`src/hw/rtl/i2cdws_pkg.sv`:
```
// Shared types and constants for the display write serializer.
package i2cdws_pkg;

	localparam int unsigned PADDR_W = 3;
	localparam int unsigned PDATA_W = 32;
	localparam int unsigned QUEUE_DEPTH_DEF = 2;

	localparam logic [7:0] SLAVE_ADDR_RESET = 8'h78;
	localparam logic [7:0] CTRL_CMD = 8'h00;
	localparam logic [7:0] CTRL_DATA = 8'h40;

	localparam logic [1:0] SYM_START = 2'd0;
	localparam logic [1:0] SYM_BIT = 2'd1;
	localparam logic [1:0] SYM_ACK = 2'd2;
	localparam logic [1:0] SYM_STOP = 2'd3;

	// Register index 0 sits at byte address 0; paddr[2] selects the index.
	localparam logic REG_SLAVE_ADDR = 1'b0;

	typedef struct packed {
		logic       is_data;
		logic [7:0] payload;
	} in_beat_t;

	typedef struct packed {
		logic [1:0] symbol_kind;
		logic       sda_level;
		logic       last_of_run;
	} out_beat_t;

	// One queued transaction: the three bytes in send order.
	typedef struct packed {
		logic [7:0] addr_byte;
		logic [7:0] ctrl_byte;
		logic [7:0] data_byte;
	} frame_t;

endpackage

```
`src/hw/rtl/i2c_display_write_serializer_top.sv`:
```
// Top level of the I2C display write serializer.
//
//  channel | direction | handshake                  | beat
//  --------+-----------+----------------------------+--------------------------
//  in      | input     | in_valid / in_ready        | is_data, payload
//  out     | output    | out_valid / out_ready      | symbol_kind, sda_level, last
//  apb     | input     | psel, penable, pwrite, ... | slave address byte
//
// Each accepted write produces 29 output beats, one per cycle while out_ready
// is high; the symbol sequencer sets that pace.
// The queue holds QUEUE_DEPTH frames, letting writes arrive while a run is out.
// Reset restores the slave address byte to 0x78 and empties the queue.
// A low out_ready stalls only the sequencer; the front keeps taking beats until
// the queue fills.
module i2c_display_write_serializer_top #(
	parameter int unsigned QUEUE_DEPTH = i2cdws_pkg::QUEUE_DEPTH_DEF
) (
	input  logic                              clk,
	input  logic                              arst_n,
	input  logic                              psel,
	input  logic                              penable,
	input  logic                              pwrite,
	input  logic [i2cdws_pkg::PADDR_W-1:0]    paddr,
	input  logic [i2cdws_pkg::PDATA_W-1:0]    pwdata,
	output logic [i2cdws_pkg::PDATA_W-1:0]    prdata,
	output logic                              pready,
	input  logic                              in_valid,
	output logic                              in_ready,
	input  i2cdws_pkg::in_beat_t              in_data,
	output logic                              out_valid,
	input  logic                              out_ready,
	output i2cdws_pkg::out_beat_t             out_data
);
	import i2cdws_pkg::*;

	logic   push_valid;
	logic   push_ready;
	frame_t push_data;
	logic   pop_valid;
	logic   pop_ready;
	frame_t pop_data;

	assign pready = 1'b1;

	i2cdws_front u_front (
		.clk        (clk),
		.arst_n     (arst_n),
		.psel       (psel),
		.penable    (penable),
		.pwrite     (pwrite),
		.paddr      (paddr),
		.pwdata     (pwdata),
		.prdata     (prdata),
		.in_valid   (in_valid),
		.in_ready   (in_ready),
		.in_data    (in_data),
		.push_valid (push_valid),
		.push_ready (push_ready),
		.push_data  (push_data)
	);

	i2cdws_queue #(
		.DEPTH (QUEUE_DEPTH)
	) u_queue (
		.clk        (clk),
		.arst_n     (arst_n),
		.push_valid (push_valid),
		.push_ready (push_ready),
		.push_data  (push_data),
		.pop_valid  (pop_valid),
		.pop_ready  (pop_ready),
		.pop_data   (pop_data)
	);

	i2cdws_back u_back (
		.clk       (clk),
		.arst_n    (arst_n),
		.pop_valid (pop_valid),
		.pop_ready (pop_ready),
		.pop_data  (pop_data),
		.out_valid (out_valid),
		.out_ready (out_ready),
		.out_data  (out_data)
	);

endmodule

```
`src/hw/rtl/i2cdws_front.sv`:
```
// Front end: address register, APB access and frame assembly.
module i2cdws_front (
	input  logic                              clk,
	input  logic                              arst_n,
	input  logic                              psel,
	input  logic                              penable,
	input  logic                              pwrite,
	input  logic [i2cdws_pkg::PADDR_W-1:0]    paddr,
	input  logic [i2cdws_pkg::PDATA_W-1:0]    pwdata,
	output logic [i2cdws_pkg::PDATA_W-1:0]    prdata,
	input  logic                              in_valid,
	output logic                              in_ready,
	input  i2cdws_pkg::in_beat_t              in_data,
	output logic                              push_valid,
	input  logic                              push_ready,
	output i2cdws_pkg::frame_t                push_data
);
	import i2cdws_pkg::*;

	logic [7:0] slave_addr_q;
	logic       reg_hit;

	assign reg_hit = (paddr[PADDR_W-1] == REG_SLAVE_ADDR);

	always_ff @(posedge clk or negedge arst_n) begin
		if (!arst_n) begin
			slave_addr_q <= SLAVE_ADDR_RESET;
		end else if (psel && penable && pwrite && reg_hit) begin
			slave_addr_q <= pwdata[7:0];
		end
	end

	always_comb begin
		prdata = '0;
		if (reg_hit) begin
			prdata[7:0] = slave_addr_q;
		end
	end

	assign push_valid = in_valid;
	assign in_ready = push_ready;

	always_comb begin
		push_data.addr_byte = slave_addr_q;
		push_data.ctrl_byte = in_data.is_data ? CTRL_DATA : CTRL_CMD;
		push_data.data_byte = in_data.payload;
	end

endmodule

```
`src/hw/rtl/i2cdws_queue.sv`:
```
// Small frame queue between front end and symbol sequencer.
module i2cdws_queue #(
	parameter int unsigned DEPTH = i2cdws_pkg::QUEUE_DEPTH_DEF
) (
	input  logic                 clk,
	input  logic                 arst_n,
	input  logic                 push_valid,
	output logic                 push_ready,
	input  i2cdws_pkg::frame_t   push_data,
	output logic                 pop_valid,
	input  logic                 pop_ready,
	output i2cdws_pkg::frame_t   pop_data
);
	import i2cdws_pkg::*;

	localparam int unsigned PTR_W = (DEPTH > 1) ? $clog2(DEPTH) : 1;
	localparam int unsigned CNT_W = $clog2(DEPTH + 1);
	localparam logic [PTR_W-1:0] PTR_LAST = PTR_W'(DEPTH - 1);
	localparam logic [CNT_W-1:0] CNT_FULL = CNT_W'(DEPTH);

	frame_t           mem_q [DEPTH];
	logic [PTR_W-1:0] wr_ptr_q;
	logic [PTR_W-1:0] rd_ptr_q;
	logic [CNT_W-1:0] count_q;
	logic             do_push;
	logic             do_pop;

	assign push_ready = (count_q != CNT_FULL);
	assign pop_valid = (count_q != '0);
	assign pop_data = mem_q[rd_ptr_q];
	assign do_push = push_valid && push_ready;
	assign do_pop = pop_valid && pop_ready;

	always_ff @(posedge clk) begin
		if (do_push) begin
			mem_q[wr_ptr_q] <= push_data;
		end
	end

	always_ff @(posedge clk or negedge arst_n) begin
		if (!arst_n) begin
			wr_ptr_q <= '0;
			rd_ptr_q <= '0;
			count_q <= '0;
		end else begin
			if (do_push) begin
				wr_ptr_q <= (wr_ptr_q == PTR_LAST) ? '0 : wr_ptr_q + 1'b1;
			end
			if (do_pop) begin
				rd_ptr_q <= (rd_ptr_q == PTR_LAST) ? '0 : rd_ptr_q + 1'b1;
			end
			if (do_push && !do_pop) begin
				count_q <= count_q + 1'b1;
			end else if (do_pop && !do_push) begin
				count_q <= count_q - 1'b1;
			end
		end
	end

endmodule

```
`src/hw/rtl/i2cdws_back.sv`:
```
// Back end: walks one frame into start, 27 bit/ack clocks and stop.
module i2cdws_back (
	input  logic                 clk,
	input  logic                 arst_n,
	input  logic                 pop_valid,
	output logic                 pop_ready,
	input  i2cdws_pkg::frame_t   pop_data,
	output logic                 out_valid,
	input  logic                 out_ready,
	output i2cdws_pkg::out_beat_t out_data
);
	import i2cdws_pkg::*;

	typedef enum logic [1:0] {
		ST_IDLE,
		ST_START,
		ST_BITS,
		ST_STOP
	} state_t;

	state_t      state_q;
	logic [23:0] shift_q;
	logic [3:0]  bit_cnt_q;
	logic [1:0]  byte_cnt_q;
	logic        level_q;
	logic        out_valid_q;
	out_beat_t   out_data_q;
	logic        advance;

	// Output register is free or being drained this cycle.
	assign advance = !out_valid_q || out_ready;
	assign pop_ready = advance && ((state_q == ST_IDLE) || (state_q == ST_STOP));
	assign out_valid = out_valid_q;
	assign out_data = out_data_q;

	always_ff @(posedge clk or negedge arst_n) begin
		if (!arst_n) begin
			state_q <= ST_IDLE;
			out_valid_q <= 1'b0;
			bit_cnt_q <= '0;
			byte_cnt_q <= '0;
		end else if (advance) begin
			out_valid_q <= 1'b0;
			unique case (state_q)
				ST_IDLE: begin
					if (pop_valid) begin
						out_valid_q <= 1'b1;
						out_data_q <= '{symbol_kind: SYM_START, sda_level: 1'b0,
							last_of_run: 1'b0};
						shift_q <= pop_data;
						bit_cnt_q <= '0;
						byte_cnt_q <= '0;
						state_q <= ST_BITS;
					end
				end
				ST_START: begin
					out_valid_q <= 1'b1;
					out_data_q <= '{symbol_kind: SYM_START, sda_level: 1'b0,
						last_of_run: 1'b0};
					bit_cnt_q <= '0;
					byte_cnt_q <= '0;
					state_q <= ST_BITS;
				end
				ST_BITS: begin
					out_valid_q <= 1'b1;
					if (bit_cnt_q != 4'd8) begin
						out_data_q <= '{symbol_kind: SYM_BIT, sda_level: shift_q[23],
							last_of_run: 1'b0};
						level_q <= shift_q[23];
						shift_q <= {shift_q[22:0], 1'b0};
						bit_cnt_q <= bit_cnt_q + 4'd1;
					end else begin
						// ack clock: unsampled, SDA holds the last data bit
						out_data_q <= '{symbol_kind: SYM_ACK, sda_level: level_q,
							last_of_run: 1'b0};
						bit_cnt_q <= '0;
						if (byte_cnt_q == 2'd2) begin
							state_q <= ST_STOP;
						end else begin
							byte_cnt_q <= byte_cnt_q + 2'd1;
						end
					end
				end
				ST_STOP: begin
					out_valid_q <= 1'b1;
					out_data_q <= '{symbol_kind: SYM_STOP, sda_level: 1'b1,
						last_of_run: 1'b1};
					if (pop_valid) begin
						shift_q <= pop_data;
						state_q <= ST_START;
					end else begin
						state_q <= ST_IDLE;
					end
				end
				default: begin
					state_q <= ST_IDLE;
				end
			endcase
		end
	end

endmodule

```
`config.mk`:
```
export PLATFORM = sky130hd
export DESIGN_NAME = i2c_display_write_serializer_top
export DESIGN_NICKNAME = d
export VERILOG_FILES = /design/src/hw/rtl/i2cdws_pkg.sv /design/src/hw/rtl/i2c_display_write_serializer_top.sv /design/src/hw/rtl/i2cdws_front.sv /design/src/hw/rtl/i2cdws_queue.sv /design/src/hw/rtl/i2cdws_back.sv
export SDC_FILE = /design/constraint.sdc
export NUM_CORES = 1
export LEC_CHECK = 0
export BUFFER_PORTS_ARGS = -buffer_cell sky130_fd_sc_hd__buf_2
export CORE_MARGIN = 1
export CORE_UTILIZATION = 41
export DETAILED_ROUTE_END_ITERATION = 12
export HOLD_SLACK_MARGIN = 0.12
export SETUP_SLACK_MARGIN = 0.2
export SYNTH_ARGS = -nofsm -noshare
export SYNTH_HDL_FRONTEND = slang
export SYNTH_SLANG_ARGS = --single-unit
```
`constraint.sdc`:
```
create_clock -name clk -period 6 [get_ports clk]
set_clock_uncertainty 0.2 [all_clocks]
set_input_delay 1.2 -clock clk [delete_from_list [all_inputs] [get_ports clk]]
set_output_delay 1.2 -clock clk [all_outputs]
set_load 0.005 [all_outputs]
```
## Word-level counts from Yosys, hierarchy flattened

Memory sizes are Yosys's and may differ from the RTL's.
Cells that the tools add are included.

- Flip-flop bits (word level): 50
- Latch bits: 0
- Memory bits (writable): 46
- ROM bits: 0
- Bits of input ports: 51
- Output and inout port bits: 39
- Word-level logic and storage cells: 86
- Memories: 1

Memories:

| memory | words | bits a word | read ports | clocked after memory_dff | write ports | line | source |
|---|---|---|---|---|---|---|---|
| u_queue.mem_q | 2 | 23 | 1 | 0 | 1 | i2cdws_queue.sv:21 | `frame_t mem_q [DEPTH];` |

- Add/sub/neg operators: 6
- $mul: 0
- Divide/modulo/power cells: 0
- Order comparisons: 0
- Equal/unequal tests: 12
- Shift operators: 0
- Muxes and demuxes: 27
- Bitwise logic cells: 1
- Reduce and logical (&&, ||, !) cells: 26

Operators with widths:

| cell | count |
|---|---|
| 24-bit 2-to-1 mux | 2 |
| 24-bit one-hot mux with 2 select lines | 1 |
| 2-bit 2-to-1 mux | 8 |
| 4-bit one-hot mux with 4 select lines | 1 |
| 4-bit 2-to-1 mux | 3 |
| 4-bit one-hot mux with 3 select lines | 1 |
| 5-bit AND reduction | 2 |
| 1-bit logical AND | 8 |
| 8-bit 2-to-1 mux | 1 |
| 2-bit inequality test (second input constant) | 4 |
| 2-bit one-hot mux with 4 select lines | 1 |
| 4-bit AND reduction | 2 |
| 7-bit 2-to-1 mux | 1 |
| 2-bit equality test (second input constant) | 3 |
| 1-bit 2-to-1 mux | 6 |
| 2-bit by 1-bit inequality test with 1-bit output (second input constant) | 3 |
| 2-bit one-hot mux with 3 select lines | 1 |
| 3-bit AND reduction | 2 |
| 2-bit nonzero test | 3 |
| 2-bit by 1-bit adder with 2-bit output (second input constant) | 2 |
| 4-bit by 1-bit adder with 4-bit output (second input constant) | 1 |
| 4-bit inequality test (second input constant) | 1 |
| 1-bit logical NOT | 3 |
| 3-bit nonzero test | 1 |
| 9 further kinds | 11 |

## Logic depth before layout (Yosys ltp)

- Depth in word-level cells: 7
- Depth in mapped cells: 8

## Modules after synthesis

From an unflattened synthesis, not the netlist that was laid out.

- Cells, all modules: 294
- Area, all modules: 4588.2 µm²

Modules (own cells, without submodules):

| module | instances | cells each | area an instance (µm²) | sequential area each (µm²) |
|---|---|---|---|---|
| i2cdws_queue | 1 | 93 | 2030.7 | 1541.5 |
| i2cdws_back | 1 | 131 | 1838.0 | 1096.1 |
| i2cdws_front | 1 | 68 | 708.2 | 205.2 |
| i2c_display_write_serializer_top | 1 | 2 | 11.3 | 0.0 |

## Worst setup path before layout

No wires, ideal clock.

- Path type: in2reg
- Start point: input out_ready
- End point: register u_back.shift_q[0], enable pin
- Setup time: 536 ps
- Data arrival time: 5272 ps
- Required time: 5264 ps
- Path slack: -7 ps
- Cell stages on the path: 3
- Buffers on the path: 0
- Path through: nand2b_1 nand2_1 a2111oi_0

- Longest elaborated chain between the ends: 2

Ends and longest elaborated chain:

| what | line | source |
|---|---|---|
| start, declared | i2c_display_write_serializer_top.sv:31 | `input logic out_ready,` |
| 1-bit logical OR | i2cdws_back.sv:31 | `assign advance = !out_valid_q \|\| out_ready;` |
| 5-bit AND reduction (no source line) | n/a |  |
| end signal, assigned | i2cdws_back.sv:50 | `shift_q <= pop_data;` |
| end signal, assigned | i2cdws_back.sv:70 | `shift_q <= {shift_q[22:0], 1'b0};` |
| end signal, assigned | i2cdws_back.sv:89 | `shift_q <= pop_data;` |
| end, declared | i2cdws_back.sv:22 | `logic [23:0] shift_q;` |

Every way passes these cells.
A chain may end at the register's enable or synchronous reset.

## Worst setup path in the final report

- Start point: input paddr[2] in the netlist's numbering
- End point: output prdata[7] in the netlist's numbering

- Longest elaborated chain between the ends: 1

Ends and longest elaborated chain:

| what | line | source |
|---|---|---|
| start, declared | i2c_display_write_serializer_top.sv:23 | `input logic [i2cdws_pkg::PADDR_W-1:0] paddr,` |
| 8-bit 2-to-1 mux | i2cdws_front.sv:35 | `if (reg_hit) begin` |
| end, declared | i2c_display_write_serializer_top.sv:25 | `output logic [i2cdws_pkg::PDATA_W-1:0] prdata,` |

Every way passes these cells.

==> results.ini <==
[logic_synthesis]
synth_most_common_cell = edfxtp_1
synth-seq-cells = 84
yosys-top-cells-area = edfxtp_1 (50%), dfrtp_1 (11%), buf_4 (5.2%)
synth_ff_type = edfxtp_1
avgSynthCellArea_um2 = 14.07
seq_area_frac_synth = 0.6447
async_flop_share = 0.2500
yosysTopAreaCellShare = 0.5035
ys_types = 42
synth_area_um2 = 3757
ys_top_cells_by_count = edfxtp_1 (63), buf_4 (26), nand2_1 (21)
syn_inst = 267
yosys_warnings = 0
synth_edf_count = 63
synth_area_leader_cell = edfxtp_1

[global_route]
antenna_found_initial = 0
grt-ovfl-total = 0
grt_use_total = 0.1301
grt_pass1_wl_um = 9453
grt_pass1_vias = 1985
grt_max_degree = 43

[drt]
first_pass_iters = 8
drc = 6
routed-via-count = 2018
drt_iter0_markers = 101
wl_um = 5641
antenna_left = 0
wl_met3_um = 198
routedWlPerCell_um = 13.40
wl_met2_um = 2837
vias_per_cell = 4.793
top_layer = met4
met1_length_um = 2494

[hold_path]
hp-class = flip-flop to flip-flop
whs_path_depth = 0

[layout]
drive_gt1_frac = 0.2620
areaGrowthSynthToFinish_pct = 11.12
fillers = 770
fin_nets = 370
final_area_um2 = 4175
num_antenna_cells = 0

[place]
gp_congestion = 0.7200
port_buffers = 38
place_hpwl_um = 3662
place_area_um2 = 3966
dp_slack_ps = 2814

[job]
drv_cap = 0

[timing]
drv_slew = 0
finalHoldViolCount = 0
period_needed_ps = 2987
worst_slack_ps = 3013
fin_setup_tns_ps = 0
rsz0062_at_grt = no
period_share = 0.4979
finalSetupViolations = 0
worst_slew_pin_slew_ps = 1022
clock.fmax_mhz = 334.8
slew_headroom = 0.3189

[clock_network]
clock-sinks = 84
cts_resized = 0
cts_htree_levels = 3
cts_tree = built
root_buffer = clkbuf_8
clkTransAtPathRegs_ps = 90
cts_made_buffers = 9
holdBufCountCts = 0
clockBufferDepth = 2
cts_setup_buffers = 0
clk_latency_ps = 350

[pwr]
clkPwrFrac = 0.220
sw_frac_of_total = 0.3274
power_frac_comb = 0.280
power_uw = 1928
p_leak_uw = 0.001684
p_seq_frac = 0.501
p_int_uw = 1297
ir_drop_mv = 0.1671
pwr_density_cell_nw_per_um2 = 461.9
p_switching_uw = 631.4

[run_status]
violations = design-rule violations
run_status = complete, but fails checks

[setup_path]
path_depth = 3
crit_arrival_ps = 1590
cp_top_family = buffers and inverters
start_kind = input port
worstSetupPathType = input port to output pin
cp-end-kind = output pin
r2r_cells = 5
crit_fanout = 9
cpPeakStageDelay_ps = 150
critPathRequiredTime_ps = 4600
slowest_stage = buf_2
crit_path_frequent_cell = buf_2
r2r_setup_slack_ps = 3060
cp_cell_sequence = buf_2 -> nor2b_1 -> buf_2
crit_buf_inv = 2

[floorplanning]
die_area_um2 = 9551
ios = 90
start_util = 0.4267
core_area_um2 = 8806
dieWidth_um = 97.73
fp.dieH_um = 97.73
rows = 34

power groups by stage:
stage,Clock [uW],Combinational [uW],Sequential (uW)
after global placement,0,541,974
after floorplan,0,471,924
after global routing,455,625,989
after CTS,440,555,968
final,423,540,965
after detailed placement,0,553,980
worst reg2reg max path, stage by stage, from the launching register on:
cell       delay [ps]
dfrtp_1           450
inv_1             130
ha_1              990
nor3_1            170
a2111oi_2         310
buf_4             360
layer usage:
metal / GRT usage / up-vias
li1: - / 988
met1: 0.1555 / 970
met2: 0.2209 / 52
met3: 0.02577 / 8
met4: 0.07343 / 0
met5: 0 / -
placed cells by master, fill, tap and decap left out, types with 7 or more instances in the layout:
cell / n
nor2b_1: 10
o21ai_0: 20
buf_2: 38
nand2_1: 21
conb_1: 25
and2_1: 7
dfrtp_1: 17
mux2i_1: 18
ha_1: 11
edfxtp_1: 63
mux2_2: 9
inv_1: 7
clkbuf_8: 9
state kept, by name, indices dropped and copies added (netlist names):
name,flops
u_back.state_q,2
u_queue.rd_ptr_q,1
u_front.slave_addr_q,8
u_back.out_data,4
u_queue.mem_q,34
u_back.level_q,1
u_queue.wr_ptr_q,1
u_back.byte_cnt_q,2
u_queue.count_q,2
u_back.bit_cnt_q,4
u_back.out_valid,1
u_back.shift_q,24
through the flow:
step / std cells / hold slack [ps] / utilization
finish: 421 / 258.3 / 0.4741
global route: 421 / 284.2 / 0.4741
CTS: 421 / 256.4 / 0.4741
detailed placement: 405 / 235.6 / 0.4504
global placement: 405 / 242.1 / 0.4504
floorplan: 290 / 220.4 / -
final cells by class:
| type | instances | area (um^2) | share of cell area |
|---|---|---|---|
| sequential | 84 | 2422 | 0.5802 |
| multi-input combinational | 166 | 1177 | 0.2820 |
| clock buffer | 9 | 123.9 | 0.02967 |
| inverter | 7 | 26.28 | 0.006293 |
| tap | 108 | 135.1 | 0.03236 |
| timing repair buffer | 40 | 205.2 | 0.04915 |
| clock inverter | 7 | 85.08 | 0.02038 |
cell families (layout without fill, tap and decap cells):
family	count (synthesis)	in the layout	share of synthesized area
adder cells (fa/ha/maj)	11	11	0.03663
multiplexers	27	27	0.07493
other	2	25	0.001999
XOR/XNOR	5	5	0.01166
buffers and inverters	40	63	0.06660
AO/OA/AOI/OAI	34	34	0.06427
flip-flops	84	84	0.6447
AND/OR/NAND/NOR	64	64	0.09924
final timing paths:
kind                                                             to                          start
max in group asynchronous       u_front.slave_addr_q[6]$_DFFE_PN1P_                         arst_n
worst max-delay path                                      prdata[7]                       paddr[2]
worst max register to register         u_back.shift_q[17]$_DFFE_PP_  u_back.state_q[0]$_DFFE_PN0P_
worst min-delay path                       u_back.level_q$_DFFE_PP_   u_back.shift_q[23]$_DFFE_PP_
worst min register to register             u_back.level_q$_DFFE_PP_   u_back.shift_q[23]$_DFFE_PP_
min in group asynchronous           u_back.bit_cnt_q[2]$_DFFE_PN0P_                         arst_n
(Power assumes the default switching activity.)
